File: config.mk
export PLATFORM = sky130hd
export DESIGN_NAME = zspline_weighted_grid_sum
export DESIGN_NICKNAME = d
export VERILOG_FILES = /design/src/rtl/zsw_pkg.sv /design/src/rtl/zsw_mul.sv /design/src/rtl/zsw_acc.sv /design/src/rtl/zsw_seq.sv /design/src/rtl/zspline_weighted_grid_sum.sv
export SDC_FILE = /design/constraint.sdc
export NUM_CORES = 2
export LEC_CHECK = 0
export BUFFER_PORTS_ARGS = -buffer_cell sky130_fd_sc_hd__buf_2
export CORE_UTILIZATION = 50
export CTS_BUF_LIST = sky130_fd_sc_hd__clkbuf_4
export DETAILED_ROUTE_END_ITERATION = 6
export MAX_ROUTING_LAYER = met4
export PLACE_DENSITY = 0.73
export RECOVER_POWER = 50
export SYNTH_ARGS = -nofsm -noshare
export SYNTH_HDL_FRONTEND = slang
export SYNTH_HIERARCHICAL = 1
export SYNTH_SLANG_ARGS = --single-unit
File: constraint.sdc
create_clock -name clk -period 9.97 [get_ports clk]
set_clock_uncertainty 0.1 [all_clocks]
set_input_delay 1.994 -clock clk [delete_from_list [all_inputs] [get_ports clk]]
set_output_delay 1.994 -clock clk [all_outputs]
set_load 0.05 [all_outputs]
File: src/rtl/zsw_pkg.sv
// ----------------------------------------------------------------------------
// zsw_pkg : shared types and constants for the z-spline weighted grid sum
// Fixed-point widths, stream packing, kernel coefficient tables and the
// request that carries one contribution into the accumulator.
// ----------------------------------------------------------------------------
package zsw_pkg;

  // build-time configuration
  localparam int DIMS       = 2;    // 2 or 3
  localparam int INDEX_BITS = 10;   // 4 to 14

  // field widths
  localparam int POS_W    = 24;
  localparam int POS_FRAC = 14;
  localparam int CELL_W   = 10;
  localparam int SMP_W    = 32;
  localparam int OUT_W    = 48;
  localparam int SUM_W    = 56;

  // stream packing
  localparam int CELL_LSB  = 3 * POS_W;
  localparam int SMP_LSB   = CELL_LSB + 3 * CELL_W;
  localparam int IN_DATA_W = ((SMP_LSB + SMP_W + 7) / 8) * 8;

  localparam int DIM_W = (DIMS > 2) ? 2 : 1;

  localparam logic [CELL_W-1:0] CELL_MASK =
    (INDEX_BITS >= CELL_W) ? {CELL_W{1'b1}} : CELL_W'((1 << INDEX_BITS) - 1);

  // datapath widths
  localparam int OFF_W  = POS_W + 2;   // signed offset in Q.14
  localparam int MAG_W  = 16;          // |offset| below three cells
  localparam int FRAC_W = 30;          // Q2.30 kernel and weight
  localparam int COEF_W = 11;
  localparam int ACC_W  = 46;          // horner accumulator, Q.30
  localparam int KERN_W = 33;          // kernel and weight, Q2.30
  localparam int MA_W   = 48;          // shared multiplier, wide operand
  localparam int MB_W   = 17;          // shared multiplier, narrow operand
  localparam int PROD_W = MA_W + MB_W;
  localparam int PSUM_W = 68;          // two-pass product
  localparam int CON_W  = 40;          // contribution, Q24.16

  localparam int HALF_CELL = 1 << (POS_FRAC - 1);
  localparam int ONE_Q30   = 1 << FRAC_W;
  localparam int FAR_CELLS = 3;

  // horner step rounds by 2^14 since t = |offset| << 16
  localparam int H_SH   = FRAC_W - (FRAC_W - POS_FRAC - 2) - 2;
  localparam int RND_H  = 1 << (H_SH - 1);
  localparam int RND_30 = 1 << (FRAC_W - 1);

  // division by 24: divide (|v| + 12) by 8, then by 3 through a reciprocal
  localparam int DIV_BIAS  = 12;
  localparam int DIV_SH    = 3;
  localparam int RECIP3_SH = 33;
  localparam logic [MA_W-1:0] RECIP3 = MA_W'(64'd2863311531);

  typedef enum logic [1:0] {
    ORD_HAT     = 2'd0,
    ORD_CUBIC   = 2'd1,
    ORD_QUINTIC = 2'd2,
    ORD_NONE    = 2'd3
  } order_t;

  typedef enum logic [1:0] {
    MK_WGT = 2'd0,
    MK_CON = 2'd1,
    MK_DIV = 2'd2
  } mkind_t;

  typedef struct packed {
    logic                     valid;
    logic                     last;
    logic signed [CON_W-1:0]  contrib;
  } acc_req_t;

  // segment polynomials scaled by 2 (cubic) and 24 (quintic), lowest power first
  localparam logic signed [COEF_W-1:0] CUB_C [2][4] = '{
    '{ 11'sd2,  11'sd0, -11'sd5,  11'sd3},
    '{ 11'sd4, -11'sd8,  11'sd5, -11'sd1}
  };

  localparam logic signed [COEF_W-1:0] QUIN_C [3][6] = '{
    '{ 11'sd24,    11'sd0,  -11'sd30,  -11'sd70,  11'sd126,  -11'sd50},
    '{-11'sd96,  11'sd450, -11'sd735,  11'sd545, -11'sd189,   11'sd25},
    '{11'sd432, -11'sd918,  11'sd765, -11'sd313,   11'sd63,   -11'sd5}
  };

  function automatic logic signed [COEF_W-1:0] zsw_coef(
    input logic       quin,
    input logic [1:0] seg,
    input logic [2:0] idx
  );
    logic signed [COEF_W-1:0] c;
    c = '0;
    if (quin) begin
      if (seg != 2'd3 && idx <= 3'd5) begin
        c = QUIN_C[seg][idx];
      end
    end else if (seg[1] == 1'b0 && idx[2] == 1'b0) begin
      c = CUB_C[seg[0]][idx[1:0]];
    end
    return c;
  endfunction

endpackage

File: src/rtl/zsw_mul.sv
// ----------------------------------------------------------------------------
// zsw_mul : shared signed multiplier
// 48 by 17 bit signed product with a registered output, one result a cycle.
// ----------------------------------------------------------------------------
module zsw_mul import zsw_pkg::*; (
  input  logic                     clk,
  input  logic signed [MA_W-1:0]   a,
  input  logic signed [MB_W-1:0]   b,
  output logic signed [PROD_W-1:0] p
);

  always_ff @(posedge clk) begin
    p <= a * b;
  end

endmodule

File: src/rtl/zsw_acc.sv
// ----------------------------------------------------------------------------
// zsw_acc : running sum and result register
// Saturating 56-bit accumulation, 48-bit saturated result on the last cell.
// ----------------------------------------------------------------------------
module zsw_acc import zsw_pkg::*; (
  input  logic             clk,
  input  logic             rst,
  input  acc_req_t         req,
  output logic             req_ready,
  output logic             out_valid,
  input  logic             out_ready,
  output logic [OUT_W-1:0] out_data
);

  localparam logic [SUM_W-1:0] SUM_MAX = {1'b0, {(SUM_W-1){1'b1}}};
  localparam logic [SUM_W-1:0] SUM_MIN = {1'b1, {(SUM_W-1){1'b0}}};
  localparam logic [OUT_W-1:0] OUT_MAX = {1'b0, {(OUT_W-1){1'b1}}};
  localparam logic [OUT_W-1:0] OUT_MIN = {1'b1, {(OUT_W-1){1'b0}}};

  logic [SUM_W-1:0] running_sum;
  logic [SUM_W:0]   sum_ext;
  logic [SUM_W-1:0] sum_sat;
  logic [OUT_W-1:0] out_sat;
  logic             ovf_sum;
  logic             ovf_out;
  logic             take;

  always_comb begin
    sum_ext = {running_sum[SUM_W-1], running_sum}
            + {{(SUM_W+1-CON_W){req.contrib[CON_W-1]}}, req.contrib};
    ovf_sum = sum_ext[SUM_W] != sum_ext[SUM_W-1];
    sum_sat = ovf_sum ? (sum_ext[SUM_W] ? SUM_MIN : SUM_MAX) : sum_ext[SUM_W-1:0];
    // clamping twice equals clamping once to the narrower range
    ovf_out = !((&sum_ext[SUM_W:OUT_W-1]) || !(|sum_ext[SUM_W:OUT_W-1]));
    out_sat = ovf_out ? (sum_ext[SUM_W] ? OUT_MIN : OUT_MAX) : sum_ext[OUT_W-1:0];
  end

  assign req_ready = !req.last || !out_valid || out_ready;
  assign take      = req.valid && req_ready;

  always_ff @(posedge clk) begin
    if (rst) begin
      running_sum <= '0;
      out_valid   <= 1'b0;
    end else begin
      if (out_valid && out_ready) begin
        out_valid <= 1'b0;
      end
      if (take) begin
        if (req.last) begin
          running_sum <= '0;
          out_valid   <= 1'b1;
        end else begin
          running_sum <= sum_sat;
        end
      end
    end
  end

  always_ff @(posedge clk) begin
    if (take && req.last) begin
      out_data <= out_sat;
    end
  end

endmodule

File: src/rtl/zsw_seq.sv
// ----------------------------------------------------------------------------
// zsw_seq : per-cell sequencer and datapath
// Offsets, kernel evaluation by horner steps, weight product and weighted
// sample, with every product through the shared multiplier.
// ----------------------------------------------------------------------------
module zsw_seq import zsw_pkg::*; (
  input  logic                     clk,
  input  logic                     rst,
  input  logic                     in_valid,
  output logic                     in_ready,
  input  logic [IN_DATA_W-1:0]     in_data,
  input  logic                     in_last,
  input  order_t                   kernel_order,
  output logic signed [MA_W-1:0]   mul_a,
  output logic signed [MB_W-1:0]   mul_b,
  input  logic signed [PROD_W-1:0] mul_p,
  output acc_req_t                 acc_req,
  input  logic                     acc_ready
);

  typedef enum logic [11:0] {
    S_IDLE = 12'b0000_0000_0001,
    S_OFF  = 12'b0000_0000_0010,
    S_HMUL = 12'b0000_0000_0100,
    S_HADD = 12'b0000_0000_1000,
    S_KFIN = 12'b0000_0001_0000,
    S_WGT  = 12'b0000_0010_0000,
    S_NEXT = 12'b0000_0100_0000,
    S_PHI  = 12'b0000_1000_0000,
    S_PLO  = 12'b0001_0000_0000,
    S_PSUM = 12'b0010_0000_0000,
    S_PFIN = 12'b0100_0000_0000,
    S_ACC  = 12'b1000_0000_0000
  } state_t;

  localparam logic [OFF_W-2:0] FAR_LIM = (OFF_W-1)'(FAR_CELLS << POS_FRAC);

  state_t state, state_next;

  logic [POS_W-1:0]         pos  [DIMS];
  logic [CELL_W-1:0]        cidx [DIMS];
  logic signed [SMP_W-1:0]  sample;
  logic                     last;
  logic [DIM_W-1:0]         dim;
  logic [2:0]               step;
  logic signed [ACC_W-1:0]  acc;
  logic [MAG_W-1:0]         mag;
  logic [1:0]               seg;
  logic signed [KERN_W-1:0] kern;
  logic signed [KERN_W-1:0] weight;
  logic signed [MA_W-1:0]   ma;
  logic signed [KERN_W-1:0] mb;
  mkind_t                   kind;
  logic                     kneg;
  logic signed [PSUM_W-1:0] psum;
  logic signed [CON_W-1:0]  contrib;

  // combinational terms
  logic [CELL_W-1:0]        cell_use;
  logic signed [OFF_W-1:0]  off;
  logic signed [OFF_W-1:0]  off_neg;
  logic [OFF_W-2:0]         off_abs;
  logic [MAG_W-1:0]         mag_c;
  logic [1:0]               seg_c;
  logic                     zero_k;
  logic                     quin;
  logic [2:0]               deg;
  logic signed [KERN_W-1:0] hat_k;
  logic signed [ACC_W-1:0]  start_c;
  logic signed [PROD_W-1:0] p_adj;
  logic signed [PROD_W-1:0] p_shr;
  logic signed [ACC_W-1:0]  acc_new;
  logic signed [ACC_W-1:0]  acc_r1;
  logic signed [ACC_W-1:0]  acc_half;
  logic signed [ACC_W-1:0]  acc_n;
  logic signed [PSUM_W-1:0] mul_p_ext;
  logic signed [PSUM_W-1:0] ps_adj;
  logic signed [PSUM_W-1:0] ps_shr;
  logic signed [PSUM_W-1:0] ps_q;
  logic signed [KERN_W-1:0] q_t;
  logic                     last_dim;

  function automatic logic signed [ACC_W-1:0] coef_q30(input logic signed [COEF_W-1:0] c);
    return {{(ACC_W-COEF_W-FRAC_W){c[COEF_W-1]}}, c, {FRAC_W{1'b0}}};
  endfunction

  always_comb begin
    cell_use = cidx[dim] & CELL_MASK;
    off      = $signed({2'b00, pos[dim]})
             - $signed({2'b00, cell_use, {POS_FRAC{1'b0}}})
             - $signed(OFF_W'(HALF_CELL));
    off_neg  = -off;
    off_abs  = off[OFF_W-1] ? off_neg[OFF_W-2:0] : off[OFF_W-2:0];
    mag_c    = off_abs[MAG_W-1:0];
    seg_c    = mag_c[MAG_W-1:POS_FRAC];
    quin     = kernel_order == ORD_QUINTIC;
    deg      = quin ? 3'd5 : 3'd3;
    zero_k   = (off_abs >= FAR_LIM) || (kernel_order == ORD_NONE)
            || (kernel_order == ORD_CUBIC && seg_c == 2'd2)
            || (kernel_order == ORD_HAT && seg_c != 2'd0);
    hat_k    = KERN_W'(ONE_Q30) - {1'b0, mag_c, {(FRAC_W-POS_FRAC){1'b0}}};
    start_c  = coef_q30(zsw_coef(quin, seg_c, deg));

    // horner step: round(acc * t / 2^30) with t = mag << 16, ties away from zero
    p_adj    = mul_p + (mul_p[PROD_W-1] ? PROD_W'(RND_H - 1) : PROD_W'(RND_H));
    p_shr    = p_adj >>> H_SH;
    acc_new  = p_shr[ACC_W-1:0] + coef_q30(zsw_coef(quin, seg, step));

    // cubic: halve with rounding away from zero
    acc_r1   = acc + (acc[ACC_W-1] ? ACC_W'(0) : ACC_W'(1));
    acc_half = acc_r1 >>> 1;
    // quintic: |v| + 12 ahead of the divide by 24
    acc_n    = acc[ACC_W-1] ? (ACC_W'(DIV_BIAS) - acc) : (acc + ACC_W'(DIV_BIAS));

    mul_p_ext = {{(PSUM_W-PROD_W){mul_p[PROD_W-1]}}, mul_p};
    ps_adj    = psum + (psum[PSUM_W-1] ? PSUM_W'(RND_30 - 1) : PSUM_W'(RND_30));
    ps_shr    = ps_adj >>> FRAC_W;
    ps_q      = psum >>> RECIP3_SH;
    q_t       = ps_q[KERN_W-1:0];

    last_dim  = dim == DIM_W'(DIMS - 1);
  end

  // shared multiplier operands
  always_comb begin
    mul_a = ma;
    mul_b = '0;
    unique case (state)
      S_HMUL: begin
        mul_a = {{(MA_W-ACC_W){acc[ACC_W-1]}}, acc};
        mul_b = {1'b0, mag};
      end
      S_PHI:   mul_b = mb[KERN_W-1:KERN_W-MB_W];
      S_PLO:   mul_b = {1'b0, mb[MB_W-2:0]};
      default: mul_b = '0;
    endcase
  end

  always_comb begin
    state_next = state;
    unique case (state)
      S_IDLE: if (in_valid) state_next = S_OFF;
      S_OFF: begin
        if (zero_k || kernel_order == ORD_HAT) state_next = S_WGT;
        else state_next = S_HMUL;
      end
      S_HMUL: state_next = S_HADD;
      S_HADD: state_next = (step == 3'd0) ? S_KFIN : S_HMUL;
      S_KFIN: state_next = (kernel_order == ORD_CUBIC) ? S_WGT : S_PHI;
      S_WGT:  state_next = (dim == '0) ? S_NEXT : S_PHI;
      S_NEXT: state_next = last_dim ? S_PHI : S_OFF;
      S_PHI:  state_next = S_PLO;
      S_PLO:  state_next = S_PSUM;
      S_PSUM: state_next = S_PFIN;
      S_PFIN: begin
        unique case (kind)
          MK_WGT:  state_next = S_NEXT;
          MK_CON:  state_next = S_ACC;
          MK_DIV:  state_next = S_WGT;
          default: state_next = S_IDLE;
        endcase
      end
      S_ACC:   if (acc_ready) state_next = S_IDLE;
      default: state_next = S_IDLE;
    endcase
  end

  always_ff @(posedge clk) begin
    if (rst) begin
      state <= S_IDLE;
    end else begin
      state <= state_next;
    end
  end

  always_ff @(posedge clk) begin
    unique case (state)
      S_IDLE: begin
        if (in_valid) begin
          for (int d = 0; d < DIMS; d++) begin
            pos[d]  <= in_data[d*POS_W +: POS_W];
            cidx[d] <= in_data[CELL_LSB + d*CELL_W +: CELL_W];
          end
          sample <= in_data[SMP_LSB +: SMP_W];
          last   <= in_last;
          dim    <= '0;
        end
      end
      S_OFF: begin
        mag <= mag_c;
        seg <= seg_c;
        if (zero_k) begin
          kern <= '0;
        end else if (kernel_order == ORD_HAT) begin
          kern <= hat_k;
        end else begin
          acc  <= start_c;
          step <= deg - 3'd1;
        end
      end
      S_HADD: begin
        acc <= acc_new;
        if (step != 3'd0) step <= step - 3'd1;
      end
      S_KFIN: begin
        if (kernel_order == ORD_CUBIC) begin
          kern <= acc_half[KERN_W-1:0];
        end else begin
          ma   <= $signed(RECIP3);
          mb   <= acc_n[KERN_W+DIV_SH-1:DIV_SH];
          kneg <= acc[ACC_W-1];
          kind <= MK_DIV;
        end
      end
      S_WGT: begin
        if (dim == '0) begin
          weight <= kern;
        end else begin
          ma   <= {{(MA_W-KERN_W){weight[KERN_W-1]}}, weight};
          mb   <= kern;
          kind <= MK_WGT;
        end
      end
      S_NEXT: begin
        if (last_dim) begin
          ma   <= {{(MA_W-SMP_W){sample[SMP_W-1]}}, sample};
          mb   <= weight;
          kind <= MK_CON;
        end else begin
          dim <= dim + DIM_W'(1);
        end
      end
      S_PLO:  psum <= mul_p_ext <<< (MB_W - 1);
      S_PSUM: psum <= psum + mul_p_ext;
      S_PFIN: begin
        unique case (kind)
          MK_WGT:  weight  <= ps_shr[KERN_W-1:0];
          MK_CON:  contrib <= ps_shr[CON_W-1:0];
          MK_DIV:  kern    <= kneg ? -q_t : q_t;
          default: ;
        endcase
      end
      default: ;
    endcase
  end

  assign in_ready        = state == S_IDLE;
  assign acc_req.valid   = state == S_ACC;
  assign acc_req.last    = last;
  assign acc_req.contrib = contrib;

endmodule

File: src/rtl/zspline_weighted_grid_sum.sv
// ----------------------------------------------------------------------------
// zspline_weighted_grid_sum : z-spline interpolation of a grid field
// Each input transaction is one stencil cell: query position, cell index
// and sample. The cell's sample is weighted by the product over the
// dimensions of a hat, cubic or quintic z-spline kernel of the offset
// between position and cell centre, and added to a saturating 56-bit sum.
// The cell flagged by tlast ends the stencil: the sum leaves on the master
// side, saturated to 48 bits, and the sum clears. One cell is in work at a
// time and all products go through one registered 48x17 multiplier;
// kernel polynomials are evaluated by horner steps, each a multiply state
// and an add state, and every 33-bit product (weight, division by 24,
// weighted sample) takes two passes. The next cell is accepted only once the
// previous one is done (tready is high only while idle); a dimension out of
// the kernel's reach skips its horner steps and, with the quintic, the
// division. A last cell also waits while the result register is full.
// kernel_order is written through the cfg port; the user must write it only
// while no cell is in work, the block itself does not enforce it.
// ----------------------------------------------------------------------------
module zspline_weighted_grid_sum import zsw_pkg::*; (
  input  logic                 clk,
  input  logic                 rst,
  input  logic                 cfg_valid,
  output logic                 cfg_ready,
  input  logic [1:0]           cfg_data,       // kernel_order
  input  logic                 s_axis_tvalid,
  output logic                 s_axis_tready,
  // pos_x, pos_y, pos_z, cell_x, cell_y, cell_z, sample, zero fill
  input  logic [IN_DATA_W-1:0] s_axis_tdata,
  input  logic                 s_axis_tlast,   // last_cell
  output logic                 m_axis_tvalid,
  input  logic                 m_axis_tready,
  output logic [OUT_W-1:0]     m_axis_tdata    // interp_value
);

  order_t                   kernel_order;
  logic signed [MA_W-1:0]   mul_a;
  logic signed [MB_W-1:0]   mul_b;
  logic signed [PROD_W-1:0] mul_p;
  acc_req_t                 acc_req;
  logic                     acc_ready;

  assign cfg_ready = 1'b1;

  always_ff @(posedge clk) begin
    if (rst) begin
      kernel_order <= ORD_CUBIC;
    end else if (cfg_valid && cfg_ready) begin
      kernel_order <= order_t'(cfg_data);
    end
  end

  zsw_mul u_mul (
    .clk (clk),
    .a   (mul_a),
    .b   (mul_b),
    .p   (mul_p)
  );

  zsw_seq u_seq (
    .clk          (clk),
    .rst          (rst),
    .in_valid     (s_axis_tvalid),
    .in_ready     (s_axis_tready),
    .in_data      (s_axis_tdata),
    .in_last      (s_axis_tlast),
    .kernel_order (kernel_order),
    .mul_a        (mul_a),
    .mul_b        (mul_b),
    .mul_p        (mul_p),
    .acc_req      (acc_req),
    .acc_ready    (acc_ready)
  );

  zsw_acc u_acc (
    .clk       (clk),
    .rst       (rst),
    .req       (acc_req),
    .req_ready (acc_ready),
    .out_valid (m_axis_tvalid),
    .out_ready (m_axis_tready),
    .out_data  (m_axis_tdata)
  );

`ifndef SYNTH
  // a cell in work blocks the next one
  a_one_cell: assert property (@(posedge clk) disable iff (rst)
    s_axis_tvalid && s_axis_tready |=> !s_axis_tready)
    else $error("new cell accepted while one is in work");

  // a result appears only after the last cell's contribution was taken
  a_result_src: assert property (@(posedge clk) disable iff (rst)
    $rose(m_axis_tvalid) |-> $past(acc_req.valid && acc_req.last && acc_ready))
    else $error("result without a last cell");

  // a stalled contribution waits unchanged
  a_req_hold: assert property (@(posedge clk) disable iff (rst)
    acc_req.valid && !acc_ready |=> acc_req.valid && $stable(acc_req.contrib))
    else $error("contribution changed while stalled");
`endif

endmodule

Yosys cells after proc, flatten, opt, wreduce, memory -nomap -nowiden

Memory sizes are Yosys's and may differ from the RTL's. A register that Yosys moved wholly into a read port is not among the register bits.
Index checks and enable logic that the tools add are counted.

Bits in writable memories: 68
Flip-flop bits (word level): 541
Word-level logic and storage cells: 232
Memories kept: 2
Output and inout bits: 51
Bits of input ports: 144

Bitwise logic cells: 13
Mux-type cells: 92
Reduce and logical (&&, ||, !) cells: 42
Equal/unequal tests: 34
$lt $le $gt $ge: 11
Add/sub/neg operators: 16
$mul: 1

Memories:

| name       | words | bits a word | rd ports | clocked after Yosys merged registers in | wr ports | line          | source |
|---|---|---|---|---|---|---|---|
| u_seq.pos  | 2     | 24          | 1        | 1                                       | 2        | zsw_seq.sv:40 | `logic [POS_W-1:0] pos [DIMS];` |
| u_seq.cidx | 2     | 10          | 1        | 1                                       | 2        | zsw_seq.sv:41 | `logic [CELL_W-1:0] cidx [DIMS];` |

Operator list:

| cell             | number |
|---|---|
| $mux 33          | 10 |
| $mux 48          | 6 |
| $bmux 66 s2      | 2 |
| $mux 66          | 4 |
| $pmux 33 s3      | 2 |
| $mux 44          | 4 |
| $mux 56          | 3 |
| $mux 11          | 14 |
| $pmux 12 s12     | 1 |
| $pmux 48 s3      | 1 |
| $pmux 68 s2      | 1 |
| $mux 36          | 3 |
| $mux 46          | 2 |
| $pmux 46 s2      | 1 |
| $add 68x31->68   | 1 |
| $add 68x65->68   | 1 |
| $bmux 11 s3      | 2 |
| $pmux 33 s2      | 1 |
| $mul 48x17->65   | 1 |
| $add 60x60->60   | 1 |
| $add 56x38->57   | 1 |
| $pmux 17 s3      | 1 |
| $add 46x46->46   | 1 |
| $bmux 11 s2      | 2 |
| 63 further kinds | 143 |

Logic depth before layout (Yosys ltp)

Word-level depth: 16
Mapped depth: 35
Depth with buffers taken out: 31

Cells and area by module

The synthesis kept the hierarchy.

By module, submodules not included:

| module                    | area each (um^2) | instances | cells an instance |
|---|---|---|---|
| zsw_seq                   | 28,847.7         | 1         | 3,018 |
| zsw_mul                   | 28,811.4         | 1         | 3,243 |
| zsw_acc                   | 7,672.4          | 1         | 922 |
| zspline_weighted_grid_sum | 80.1             | 1         | 8 |

Worst setup path after synthesis

OpenSTA, ideal clock, no wires.

Path kind: register to register
Start point: reg u_seq.state[0]
End point: reg u_mul.p[62]
Cell stages (with the launch flop): 35
Data arrival time: 8.094 ns
Buffers on the path: 6
Setup time: 0.072 ns
Clock period less this slack: 8.266 ns
Slack: 1.704 ns
Data required time: 9.798 ns
Cell sequence: dfxtp_1 nor2_1 nand2_1 nor2_1 and4b_1 clkbuf_1 clkbuf_1 buf_1 nand2_1 nand2_1 buf_4 clkbuf_1 nand2_1 inv_1 fa_1 fa_1 inv_1 fa_1 fa_1 inv_1 fa_1 inv_1 fa_1 inv_1 ha_1 clkbuf_1 a21o_1 a21oi_1 o21bai_1 a21o_1 a21oi_1 o21bai_1 a221o_1 a41oi_1 xnor2_1

Cells in the longest elaborated chain, start to end: 3
Elaborated cells between the ends (all ways): 6
Those cells by class: mul: 1; eq/ne: 3; mux: 2

Ends and longest elaborated chain:

| item                     | line                            | source |
|---|---|---|
| start: declaration       | zsw_seq.sv:38                   | `state_t state, state_next;` |
| start signal: assignment | zsw_seq.sv:172                  | `state <= state_next;` |
| $eq 12x3->1              | zsw_seq.sv:128                  | `unique case (state)` |
| $mux 48                  | zsw_seq.sv:128                  |  |
| named net mul_a[45]      | zspline_weighted_grid_sum.sv:36 | `logic signed [MA_W-1:0] mul_a;` |
| $mul 48x17->65           | zsw_mul.sv:13                   | `p <= a * b;` |
| end signal: assignment   | zsw_mul.sv:13                   |  |
| end: declaration         | zsw_mul.sv:9                    | `output logic signed [PROD_W-1:0] p` |

The timed path passes the listed nets, and every way through them passes these cells.
A chain may end at the register's enable or synchronous reset.

Worst setup path in the final report

Start point: reg u_seq.state[0]
End point: reg u_mul.p[64]

Cells in the longest elaborated chain, start to end: 3
Elaborated cells between the ends (all ways): 6
Those cells by class: mul: 1; eq/ne: 3; mux: 2

Ends and longest elaborated chain:

| item                                | line                            | source |
|---|---|---|
| $eq 12x9->1 (tied with other cells) | zsw_seq.sv:128                  |  |
| $pmux 17 s3 (*)                     | zsw_seq.sv:128                  |  |
| named net mul_b[7]                  | zspline_weighted_grid_sum.sv:37 | `logic signed [MB_W-1:0] mul_b;` |
| $mul 48x17->65 (*)                  | zsw_mul.sv:13                   |  |

Mark *: on every way through the listed nets, which the timed path passes. The rest lies on a longest branch.

==> flow_metrics.env <==
export IMPL_status="complete, but fails checks"
export IMPL_port_buffers=157
export IMPL_clock_sinks=593
export IMPL_synth_top_area_share=0.2341
export IMPL_r2r_end="u_mul/p[64]$_DFF_P_"
export IMPL_crit_path_end="u_mul/p[64]$_DFF_P_"
export IMPL_die_y_um=363.7
export IMPL_io_pins=195
export IMPL_vias=53500
export IMPL_yosys_top_cells_area="fa_1 23%, edfxtp_1 21%, ha_1 6.9%, nand2_1 6.1%, inv_1 5.5%"
export IMPL_yosysTopAreaCell="fa_1"
export IMPL_hp_class="reg -> reg"
export IMPL_grt_max_degree=92
export IMPL_layout_cells_non_filler=9140
export IMPL_p_leak_nw=32.14
export IMPL_postCtsHoldBufs=0
export IMPL_synth_area_um2=65410
export IMPL_initial_core_util=0.5045
export IMPL_p_per_area_nw_per_um2=114.9
export IMPL_fin_crit_sh=0.9661
export IMPL_track_usage=0.3135
export IMPL_core_area_um2=129600
export IMPL_die_w_um=363.7
export IMPL_antenna_found_initial=9
export IMPL_post_route_worst_setup_slack_ps=337.9
export IMPL_die_area_um2=132300
export IMPL_hpwl_um=151400
export IMPL_max_stage_delay_ps=750
export IMPL_final_core_util=0.5409
export IMPL_ys_types=110
export IMPL_use_met2=0.4736
export IMPL_busiest_layer="met2"
export IMPL_worstSetupPathType="reg -> reg"
export IMPL_place_ws_ps=456.8
export IMPL_grt_overflow=0
export IMPL_worstRegToRegCells=30
export IMPL_syn_nets=8459
export IMPL_crit_path_start_kind="flop"
export IMPL_rr_startpoint="u_seq/state[0]$_SDFFE_PP1P_"
export IMPL_clockBufferDepth=3
export IMPL_root_buffer="clkbuf_4"
export IMPL_clock_fmax_ghz=0.1038
export IMPL_cp_data_required_time_ps=10880
export IMPL_maxSlewHeadroom=-1.814
export IMPL_routedWlPerCell_um=21.78
export IMPL_synth_area_per_cell_um2=9.096
export IMPL_num_fill_cells=11730
export IMPL_place_area_um2=67940
export IMPL_hold_start="u_seq/sample[16]$_DFFE_PP_"
export IMPL_nets=8517
export IMPL_final_area_um2=70130
export IMPL_clock_latency_ps=1150
export IMPL_routed_wl_um=199100
export IMPL_ir_drop_v=0.0001482
export IMPL_rsz0062_at_grt="false"
export IMPL_cts_tree="done"
export IMPL_slew_viol_final=752
export IMPL_async_reset_ff_frac=0
export IMPL_clk_pin_slew_ps=70
export IMPL_rows=132
export IMPL_area_growth_pct=7.213
export IMPL_initialDrtViolationCount=5096
export IMPL_routabilityCongestion=1.033
export IMPL_critPathCaptureType="flop"
export IMPL_drc=0
export IMPL_yosys_warnings=6
export IMPL_worst_path_max_fanout=43
export IMPL_ff2ff_setup_slack_ps=340
export IMPL_tns_ps=0
export IMPL_cts_buffers=164
export IMPL_ant_nets=0
export IMPL_crit_start="u_seq/state[0]$_SDFFE_PP1P_"
export IMPL_via_per_inst=5.853
export IMPL_worst_slew_pin_slew_ps=4221
export IMPL_drive_gt1_frac=0.08384
export IMPL_worstPathArrival_ps=10540
export IMPL_ys_seq_elements=593
export IMPL_synth_edf_count=456
export IMPL_dominantRegCellSynth="edfxtp_1"
export IMPL_slowest_stage="and4b_2"
export IMPL_postCtsSetupBuffers=0
export IMPL_grt_pass1_wl_um=308700
export IMPL_syn_inst=7191
export IMPL_hold_violations=0
export IMPL_dr_pass1_iters=6
export IMPL_grtUsageMet1=0.4068
export IMPL_ys_seq_area_frac=0.2513
export IMPL_htreeDepth=4
export IMPL_placed_cells=8825
export IMPL_finalCriticalPeriod_ps=9632
export IMPL_met3_usage=0.06530
export IMPL_setup_viol=0
export IMPL_grt_pass1_vias=53960
export IMPL_violations="capacitance limit, slew limit"
export IMPL_maxCapViolCount=15
[state kept, by name, summed over array words and instances (netlist names), 38 cells and up, named ones only]
| signal | flops |
|---|---|
| u_seq/contrib | 38 |
| u_seq/psum | 68 |
| u_seq/acc | 46 |
| u_acc/running_sum | 56 |
| u_seq/pos | 48 |
| u_mul/p | 65 |
| u_acc/out_data | 48 |
[cell usage after synthesis, drive strengths merged (12+ instances only)]
master and n:
xnor2 224, nand2 1062, a31oi 33, mux2 30
a22o 19, xor2 187, a221oi 12, nor4 28
inv 952, or2 17, a21oi 346, buf 68
a222oi 16, o22ai 64, o211ai 34, a21boi 14
o41ai 15, o21ai 318, nand3 116, nor3 89
edfxtp 456, a22oi 76, o21bai 38, a211oi 29
dfxtp 137, clkbuf 318, mux2i 33, nor2 332
nor2b 39, o21a 31, a21o 146, nand2b 80
and4 22, or3 29, nand4 86, o31ai 23
ha 359, nor3b 28, and2 326, or4 15
and3 55, fa 765, o2bb2ai 13
[worst max-delay path, delay by kind of cell, from the launching register on]
| kind | cells | cell delay [ps] |
|---|---|---|
| and+or+nand+nor | 8 | 2640 |
| xor gates and xnor gates | 1 | 200 |
| buffers and inverters | 8 | 1090 |
| AOI/OAI and AO/OA | 6 | 1520 |
| DFF | 1 | 340 |
| adders and majority gates | 7 | 3600 |
[metal layers]
metal | vias up | wire [um]
met5 | - | 0
met4 | 0 | 8766
li1 | 24120 | -
met3 | 432 | 20100
met2 | 2705 | 89890
met1 | 26240 | 80340
[metrics by stage]
stage / hold WS, ps / total power, W
4_1_cts: 344.1 / 0.008055
2_1_floorplan: 324.4 / 0.004862
3_3_place_gp: 341.7 / 0.005600
6_report: 343.4 / 0.008058
5_1_grt: 366.7 / 0.008449
3_5_place_dp: 348.9 / 0.005645
[layout by cell type (no fill, tap or decap), drive strengths merged, types with 80 or more instances in the layout]
cell type / synthesis / routed
xnor2: 224 / 224
clkbuf: 318 / 278
edfxtp: 456 / 456
buf: 68 / 229
nand4: 86 / 86
and2: 326 / 326
dfxtp: 137 / 137
a21o: 146 / 146
nor3: 89 / 89
xor2: 187 / 187
nor2: 332 / 332
nand2: 1062 / 1062
ha: 359 / 359
fa: 765 / 765
nand3: 116 / 116
a21oi: 346 / 346
o21ai: 318 / 318
nand2b: 80 / 80
inv: 952 / 958
[report_power, final]
group | switching (W) | leakage [nW] | internal [W]
logic | 0.00176 | 25.6 | 0.000840
registers | 0.000123 | 5.18 | 0.00295
clock network | 0.00112 | 1.32 | 0.00126
total | 0.00301 | 32.1 | 0.00505
[worst min path at each step]
stage                                    endpoint  slack, ps  cells past startpoint
2_1_floorplan                u_seq/kneg$_DFFE_PP_        320                      0
3_3_place_gp   u_acc/running_sum[18]$_SDFFE_PP0P_        340                      2
3_5_place_dp    u_acc/running_sum[6]$_SDFFE_PP0P_        350                      2
4_1_cts                    u_seq/ma[16]$_DFFE_PP_        340                      1
5_1_grt                    u_seq/ma[16]$_DFFE_PP_        370                      1
6_report                   u_seq/ma[16]$_DFFE_PP_        340                      1
[cell type report]
type	count	area (um^2)	share of cell area
diodes	15	37.54	0.0005352
clock buffers	229	1719	0.02451
clock inverters	71	530.5	0.007565
inverters	954	3583	0.05110
multi-input cells	5258	43880	0.6257
flip-flops and latches	593	16440	0.2344
well taps	1742	2180	0.03108
repair buffers	278	1760	0.02510
[repair_timing]
| item | in CTS | in global routing |
|---|---|---|
| gates resized for setup | 0 | 1 |
| endpoints found under the setup margin | 0 | 1 |
| hold endpoints to repair | 0 | 0 |
[kinds of logic (layout without fill, tap and decap cells)]
group / after synthesis / after routing / share of synthesized area
AND/OR/NAND/NOR: 2348 / 2348 / 0.1708
buffers and inverters: 1340 / 1532 / 0.07896
AO/OA/AOI/OAI: 1310 / 1310 / 0.1303
adder cells (fa/ha/maj): 1124 / 1124 / 0.3028
flip-flops: 593 / 593 / 0.2513
XOR/XNOR: 412 / 412 / 0.05561
multiplexers: 63 / 63 / 0.01021
other: 1 / 16 / 0.00005733
(Power assumes the default switching activity.)
